**src/sv/pkrc_pkg.sv**
```systemverilog
// shared widths, command codes and register indexes for the position keeper
package pkrc_pkg;

    localparam int PRICE_BITS   = 31;
    localparam int QTY_BITS     = 24;
    localparam int ACC_BITS     = 64;
    localparam int HALF_BITS    = ACC_BITS / 2;
    localparam int LIMIT_BITS   = ACC_BITS - 1;
    localparam int CMD_BITS     = 2;
    localparam int CFG_IDX_BITS = 2;
    localparam int DIV_CNT_BITS = $clog2(ACC_BITS);
    localparam int STEP_BITS    = 2;

    typedef enum logic [CMD_BITS-1:0] {
        CMD_FILL    = 2'd0,
        CMD_RESERVE = 2'd1,
        CMD_RELEASE = 2'd2,
        CMD_MARK    = 2'd3
    } t_cmd;

    localparam logic [CFG_IDX_BITS-1:0] CFG_STARTING_CASH  = 2'd0;
    localparam logic [CFG_IDX_BITS-1:0] CFG_POSITION_LIMIT = 2'd1;
    localparam logic [CFG_IDX_BITS-1:0] CFG_NOTIONAL_LIMIT = 2'd2;

    // partial products of a wrapped 64 x 64 multiply
    localparam logic [STEP_BITS-1:0] STEP_LO_LO = 2'd0;
    localparam logic [STEP_BITS-1:0] STEP_HI_LO = 2'd1;
    localparam logic [STEP_BITS-1:0] STEP_LO_HI = 2'd2;

endpackage

```
**src/sv/pkrc_div.sv**
```systemverilog
// radix-2 restoring divider, unsigned 64 by 64, one quotient bit per cycle
module pkrc_div (
    input  logic                          i_clk,
    input  logic                          i_rst_n,
    input  logic                          i_start,
    input  logic [pkrc_pkg::ACC_BITS-1:0] i_dividend,
    input  logic [pkrc_pkg::ACC_BITS-1:0] i_divisor,
    output logic                          o_done,
    output logic [pkrc_pkg::ACC_BITS-1:0] o_quotient
);

    logic                              r_busy;
    logic                              r_done;
    logic [pkrc_pkg::DIV_CNT_BITS-1:0] r_cnt;
    logic [pkrc_pkg::ACC_BITS-1:0]     r_rem;
    logic [pkrc_pkg::ACC_BITS-1:0]     r_quo;
    logic [pkrc_pkg::ACC_BITS-1:0]     r_div;
    logic [pkrc_pkg::ACC_BITS:0]       rem_sh;
    logic [pkrc_pkg::ACC_BITS:0]       rem_diff;
    logic [pkrc_pkg::ACC_BITS-1:0]     n_rem;
    logic [pkrc_pkg::ACC_BITS-1:0]     n_quo;

    always_comb begin
        rem_sh   = {r_rem, r_quo[pkrc_pkg::ACC_BITS-1]};
        rem_diff = rem_sh - {1'b0, r_div};
        if (!rem_diff[pkrc_pkg::ACC_BITS]) begin
            n_rem = rem_diff[pkrc_pkg::ACC_BITS-1:0];
            n_quo = {r_quo[pkrc_pkg::ACC_BITS-2:0], 1'b1};
        end else begin
            n_rem = rem_sh[pkrc_pkg::ACC_BITS-1:0];
            n_quo = {r_quo[pkrc_pkg::ACC_BITS-2:0], 1'b0};
        end
    end

    always_ff @(posedge i_clk) begin
        if (!i_rst_n) begin
            r_busy <= 1'b0;
            r_done <= 1'b0;
            r_cnt  <= '0;
        end else begin
            r_done <= 1'b0;
            if (i_start) begin
                r_busy <= 1'b1;
                r_cnt  <= '0;
            end else if (r_busy) begin
                r_cnt <= r_cnt + 1'b1;
                if (r_cnt == pkrc_pkg::DIV_CNT_BITS'(pkrc_pkg::ACC_BITS - 1)) begin
                    r_busy <= 1'b0;
                    r_done <= 1'b1;
                end
            end
        end
    end

    always_ff @(posedge i_clk) begin
        if (i_start) begin
            r_rem <= '0;
            r_quo <= i_dividend;
            r_div <= i_divisor;
        end else if (r_busy) begin
            r_rem <= n_rem;
            r_quo <= n_quo;
        end
    end

    assign o_done     = r_done;
    assign o_quotient = r_quo;

endmodule

```
**config.mk**
```make
export PLATFORM = sky130hd
export DESIGN_NAME = pkrc_div
export DESIGN_NICKNAME = d
export VERILOG_FILES = /design/src/sv/pkrc_pkg.sv /design/src/sv/pkrc_div.sv
export SDC_FILE = /design/constraint.sdc
export NUM_CORES = 1
export LEC_CHECK = 0
export BUFFER_PORTS_ARGS = -buffer_cell sky130_fd_sc_hd__buf_2
export CAP_MARGIN = 0
export CORE_MARGIN = 2
export CORE_UTILIZATION = 41
export DETAILED_ROUTE_END_ITERATION = 6
export SLEW_MARGIN = 20
export SYNTH_ARGS = -nofsm -noshare
export SYNTH_HDL_FRONTEND = slang
export SYNTH_SLANG_ARGS = --single-unit
export TNS_END_PERCENT = 1
```
**constraint.sdc**
```tcl
create_clock -name i_clk -period 7.5 [get_ports i_clk]
set_input_delay 1.5 -clock i_clk [delete_from_list [all_inputs] [get_ports i_clk]]
set_output_delay 1.5 -clock i_clk [all_outputs]
set_load 0.05 [all_outputs]
```
==> results_dict.tcl, run 1 <==
set metrics [dict create \
    row_count 62 \
    port_buffers 195 \
    synth_fp_nets 1404 \
    setup_viol 0 \
    placedInstanceArea_mm2 0.01298 \
    grt_max_degree 81 \
    r2r_start "o_quotient[63]" \
    fin_nets 1550 \
    seq_area_mm2 0.005289 \
    yosysSeqAreaShare_pct 44.86 \
    drc 0 \
    status "complete, no violations" \
    ys_top_cells_by_count "nand2_1, edfxtp_1, nor2_1, inv_1, a21oi_1" \
    clk_pin_slew_worst_paths_ns 0.08 \
    hold_viol 0 \
    cp-start-kind "register" \
    criticalPathCategory "register to register" \
    hold_buffers 0 \
    critPathRequiredTime_ns 7.84 \
    io_pins 196 \
    cts_sinks 200 \
    postLayoutCoreUtil_pct 47.78 \
    tightest_slew_ns 0.8934 \
    synth-async-reset-ratio_pct 0 \
    core_mm2 0.02847 \
    synth_enable_flop_cells 128 \
    ff2ff_path_depth 15 \
    cts_buffer_depth 2 \
    syn_avg_cell_area_um2 9.760 \
    max_cap_viol_count 0 \
    antenna_cells 0 \
    path_depth 15 \
    routabilityCongestion 0.8867 \
    instances_no_fill 1750 \
    crit_chain "inv_1 -> ha_1 -> fa_1 -> nand2b_1 -> a21oi_1 -> o21ai_1 -> o31ai_4 -> nand3_1 -> and4_4 -> o311ai_4 -> a31oi_4 -> xor2_4 -> buf_4 -> nand2_1 -> a311oi_1" \
    post_cts_buffers 0 \
    min-delay-start "r_rem[55]" \
    dieArea_mm2 0.03010 \
    dp.cells 1718 \
    cts_buffers 17 \
    antenna_found_initial 0 \
    rsz0062_at_grt "false" \
    dr.pass1.iters 4 \
    die_w_um 173.5 \
    pre_cts_ws_ns 3.001 \
    path_delay_family "compound AO/OA/AOI/OAI gates" \
    fill_cells 2738 \
    drive_above_1_share_pct 23.57 \
    stdcell_area_mm2 0.01360 \
    cts_tree "yes" \
    tns_ns 0 \
    crit_path_end_kind "register" \
    max_stage_delay_ns 0.68 \
    vias 9273 \
    slowest_stage "xor2_4" \
    finalClockSkew_ns 0.01274 \
    hold-worst-slack_ns 0.4980 \
    routedWlPerCell_um 16.05 \
    area_growth_pct 15.47 \
    synth_top_cell_area_share_pct 32.63 \
    first_iter_violations 668 \
    fmax_ghz 0.2210 \
    min_period_over_period_pct 60.32 \
    multiInputGateArea_mm2 0.005843 \
    p_total_mw 3.108 \
    dp_hpwl_um 20580 \
    hold_depth 2 \
    synth_cell_types 72 \
    ctsHtreeMaxLevel 4 \
    synthFlopType "edfxtp_1" \
    yosysMostFrequentCell "nand2_1" \
    r2r_slack_ns 2.98 \
    ys_warn_count 0 \
    root_buffer "clkbuf_16" \
    drt_wl_total_um 28090 \
    min_period_ns 4.524 \
    synth.area.top_cells "edfxtp_1, dfxtp_1, ha_1" \
    slew_viol_final 0 \
    crit_fanout 35 \
    hold_path_class "register to register" \
    die-height_um 173.5 \
    start_util_pct 41.38 \
    arrival_ns 4.87 \
    vias_per_cell 5.299 \
    ant_nets 0 \
    max_slew_margin_pct 40.08 \
    grt-ovfl-total 0 \
    syn-cell-area_mm2 0.01178 \
    postSynthCellCount 1207 \
    whs_endpoint "r_rem[56]" \
    grtUsageTotal_pct 18.73 \
    grt_pass1_wl_um 45820 \
    yosysTopAreaCell "edfxtp_1" \
    synth_seq_cells 200 \
    ir_drop_v 0.0001352 \
    power.leakage_nw 5.623 \
    cts_resized 0 \
    power_density_mw_per_mm2 228.5 \
    grt_pass1_vias 8927 \
    fin_ws_ns 2.976 \
    cp.buffers_inverters 2 \
    r2r_end "r_rem[18]" \
    clock_insertion_delay_worst_skew_ns 0.45 \
]
registers in the layout, indices dropped and copies added (netlist names):
| register | flops |
|---|---|
| o_done | 1 |
| o_quotient | 64 |
| r_busy | 1 |
| r_cnt | 6 |
| r_div | 64 |
| r_rem | 64 |
where the power goes:
group	internal [mW]	total [mW]	switching [mW]
Clock	0.466	0.967	0.501
Combinational	0.288	0.807	0.520
Sequential	1.28	1.33	0.0571
Total	2.03	3.11	1.08
worst reg2reg max path, stage by stage (launching register included):
cell and delay [ns]:
edfxtp_1 0.36, inv_1 0.07, ha_1 0.22, fa_1 0.38
nand2b_1 0.19, a21oi_1 0.23, o21ai_1 0.21, o31ai_4 0.33
nand3_1 0.16, and4_4 0.26, o311ai_4 0.24, a31oi_4 0.20
xor2_4 0.68, buf_4 0.51, nand2_1 0.12, a311oi_1 0.26
per-layer routing:
layer	GRT usage [%]	up-vias	wire, um
met5	0	-	0
li1	-	4655	-
met1	26.36	4340	13730
met3	2.500	23	1250
met4	5.508	0	380
met2	30.17	255	12730
layout make-up:
| type | count | area share [%] |
|---|---|---|
| sequential | 200 | 38.88 |
| multi-input combinational | 842 | 42.95 |
| timing repair buffer | 201 | 7.552 |
| tap | 384 | 3.532 |
| clock buffer | 17 | 3.127 |
| inverter | 91 | 2.511 |
| clock inverter | 15 | 1.444 |
layout by cell type, fill, tap and decap left out, drive strengths merged, types with 7 or more instances in the layout:
master,n
buf,201
nand2,162
edfxtp,128
inv,103
nor2,92
a21oi,75
dfxtp,72
ha,65
mux2,63
a311oi,56
o21ai,46
xnor2,40
xor2,24
nand4,22
a21o,22
nand3,20
clkbuf,17
o21bai,12
nand2b,11
a31oi,11
nor2b,8
a211oi,7
and3,7
and2,7
nor3,7
o21a,7
o31ai,7
logic make-up (layout without fill, tap and decap cells):
| family | after synthesis | in the layout | synth area share, % |
|---|---|---|---|
| and+or+nand+nor | 359 | 359 | 13.70 |
| AOI/OAI and AO/OA | 288 | 288 | 17.56 |
| DFF | 200 | 200 | 44.86 |
| buffers and inverters | 165 | 324 | 5.725 |
| adders and majority gates | 66 | 66 | 7.074 |
| muxes | 65 | 65 | 6.192 |
| xor gates and xnor gates | 64 | 64 | 4.886 |
worst max path at each step:
stage	start	slack, ns	end
floorplan	o_quotient[63]	3.76	r_rem[26]
global placement	o_quotient[63]	3.07	r_rem[9]
detailed placement	o_quotient[63]	3.00	r_rem[15]
CTS	o_quotient[63]	2.96	r_rem[18]
global route	o_quotient[63]	2.62	r_rem[26]
finish	o_quotient[63]	2.98	r_rem[18]
Note: power is estimated with default switching activity, not from simulation.
==> run 2, diff against run 1 <==
ABC_AREA = 1   (was default)
clock period = 3.9 ns   (was 7.5 ns; I/O delays follow)
==> run 2 against run 1 <==
- total power rose by 64%
- combinational power rose by 8.3%
- global-route usage rose by 5.8 points
- highest routed layer unchanged
- clock power rose by 83%
- flip-flop and latch count did not move
- final cell count rose by 68%
- core utilization fell by 0.30 points
- critical endpoint is now r_rem[22]
- critical path depth rose by 5
- maximum frequency rose by 41%
- routed wire length rose by 55%
- non-clock buffer count rose by 3
- design area rose by 21%
==> results_dict.tcl, run 2 <==
set metrics [dict create \
    crit_fanout 36 \
    port_buffers 195 \
    hold_viol 0 \
    layout_commonest_cell "nand2_1" \
    yosysSeqAreaShare_pct 36.69 \
    rsz0062_at_grt "false" \
    grt_pass1_wl_um 68930 \
    post_cts_buffers 0 \
    criticalPathCategory "register to register" \
    syn-cell-area_mm2 0.01440 \
    hold-worst-slack_ns 0.4724 \
    die-height_um 191.4 \
    dr.pass1.iters 5 \
    ctsHtreeMaxLevel 4 \
    row_count 68 \
    slew_viol_final 0 \
    routedWlPerCell_um 14.86 \
    synth_fp_nets 2486 \
    clk_pin_slew_worst_paths_ns 0.09 \
    power_density_mw_per_mm2 311.6 \
    first_iter_violations 881 \
    ir_drop_v 0.0003018 \
    drc 0 \
    p_total_mw 5.110 \
    die_w_um 191.4 \
    dp_hpwl_um 34830 \
    max_slew_margin_pct 34.06 \
    min_period_over_period_pct 82.28 \
    fill_cells 3761 \
    drive_above_1_share_pct 10.95 \
    ys_top_cells_by_count "nand2_1, inv_1, nand3_1, edfxtp_1, nor2_1" \
    tightest_slew_ns 0.9891 \
    vias 13570 \
    grt-ovfl-total 0 \
    grt_max_degree 92 \
    hold_buffers 0 \
    yosysMostFrequentCell "nand2_1" \
    drt_wl_total_um 43680 \
    syn_avg_cell_area_um2 6.293 \
    ant_nets 0 \
    yosysTopAreaCell "nand2_1" \
    synth-async-reset-ratio_pct 0 \
    finalClockSkew_ns 0.02305 \
    dieArea_mm2 0.03665 \
    fmax_ghz 0.3116 \
    ys_warn_count 0 \
    cts_sinks 200 \
    cp-start-kind "register" \
    cts_resized 0 \
    multiInputGateArea_mm2 0.007024 \
    max_cap_viol_count 0 \
    synth_enable_flop_cells 128 \
    grtUsageTotal_pct 24.52 \
    critPathRequiredTime_ns 4.26 \
    cts_buffer_depth 2 \
    synth.area.top_cells "nand2_1, edfxtp_1, inv_1" \
    core_mm2 0.03454 \
    hold_path_class "primary input to register" \
    synth_seq_cells 200 \
    setup_viol 0 \
    arrival_ns 3.57 \
    status "complete, no violations" \
    root_buffer "clkbuf_16" \
    clock_insertion_delay_worst_skew_ns 0.48 \
    antenna_cells 0 \
    fin_nets 2669 \
    io_pins 196 \
    synth_cell_types 38 \
    final_cell_mix "nand2_1, inv_1, buf_2" \
    cts_tree "yes" \
    routabilityCongestion 0.9463 \
    min_period_ns 3.209 \
    synthFlopType "edfxtp_1" \
    power.leakage_nw 9.487 \
    seq_area_mm2 0.005285 \
    crit_path_end_kind "register" \
    postSynthCellCount 2289 \
    start_util_pct 41.70 \
    synth_top_cell_area_share_pct 28.01 \
    tns_ns 0 \
    vias_per_cell 4.615 \
    grt_pass1_vias 12880 \
    area_growth_pct 13.86 \
    antenna_found_initial 0 \
    cts_buffers 17 \
]
==> run 2: changes by cell type after synthesis, sizes merged, moves of 16 or more <==
cell    delta
nand2    +930
inv      +412
nand3    +115
mux2      -63
a311oi    -56
o21ai     -30
a21o      -22
a21oi     -22
nor2      +19
clkbuf    -18
xor2      -18
buf       -16
nand4     -16
==> run 2: worst max-delay path, stage by stage, from the launching register on <==
cell	delay (ns)
edfxtp_1	0.36
inv_1	0.06
ha_1	0.23
fa_1	0.41
inv_1	0.11
nand2_1	0.05
nand2_1	0.08
nand3_1	0.08
nand2_2	0.13
nand2_1	0.08
nand2_2	0.11
nand2_1	0.07
nand2_2	0.10
nand2_2	0.11
nand2_2	0.10
nand2_4	0.08
nand2_2	0.40
buf_12	0.27
nand2_1	0.08
nand3_1	0.08
nand2_1	0.06
==> run 2: logic make-up after synthesis <==
kind of cell	synth area share (%)
simple gates	38.35
buf+inv	14.65
flops	36.69
compound gates	2.641
fa+ha+maj	5.785
xor+xnor	1.885
==> run 2: layout make-up <==
| class | instances | share of cell area [%] |
|---|---|---|
| Clock buffer | 17 | 2.594 |
| Multi-Input combinational cell | 1546 | 42.83 |
| Tap cell | 455 | 3.471 |
| Clock inverter | 15 | 0.8392 |
| Timing Repair Buffer | 204 | 6.530 |
| Inverter | 503 | 11.51 |
| Sequential cell | 200 | 32.22 |
==> run 2: path summary, 6_finish.rpt <==
kind,from,endpoint,slack [ns],cells past startpoint
worst min register to register,r_rem[23],r_rem[23],0.47,2
worst min-delay path,i_divisor[42],r_div[42],0.47,1
worst max-delay path,o_quotient[63],r_rem[22],0.69,20
worst max register to register,o_quotient[63],r_rem[22],0.69,20
==> run 2: through the flow <==
stage / instance area, um^2 / std cells / util [%] / worst slack, ns
after global routing: 16400 / 2940 / 47.48 / 0.4442
final: 16400 / 2940 / 47.48 / 0.6911
after floorplan: 14400 / 2289 / - / 0.9797
after detailed placement: 15840 / 2908 / 45.85 / 0.7347
after global placement: 15840 / 2908 / 45.85 / 0.8740
after CTS: 16400 / 2940 / 47.48 / 0.7044
==> run 2: per-layer routing <==
layer  GRT usage, %  part of all wire, %
met1          32.39                   47
met2          40.35                   45
met3          4.094                  5.8
met4          8.698                  2.7
met5              0                    0
==> run 2: power by group <==
part / internal (mW) / switching (mW) / total, mW / leakage [nW]
combinational: 0.237 / 0.638 / 0.874 / 7.35
clock: 0.845 / 0.927 / 1.77 / 0.278
sequential: 2.40 / 0.0636 / 2.46 / 1.86
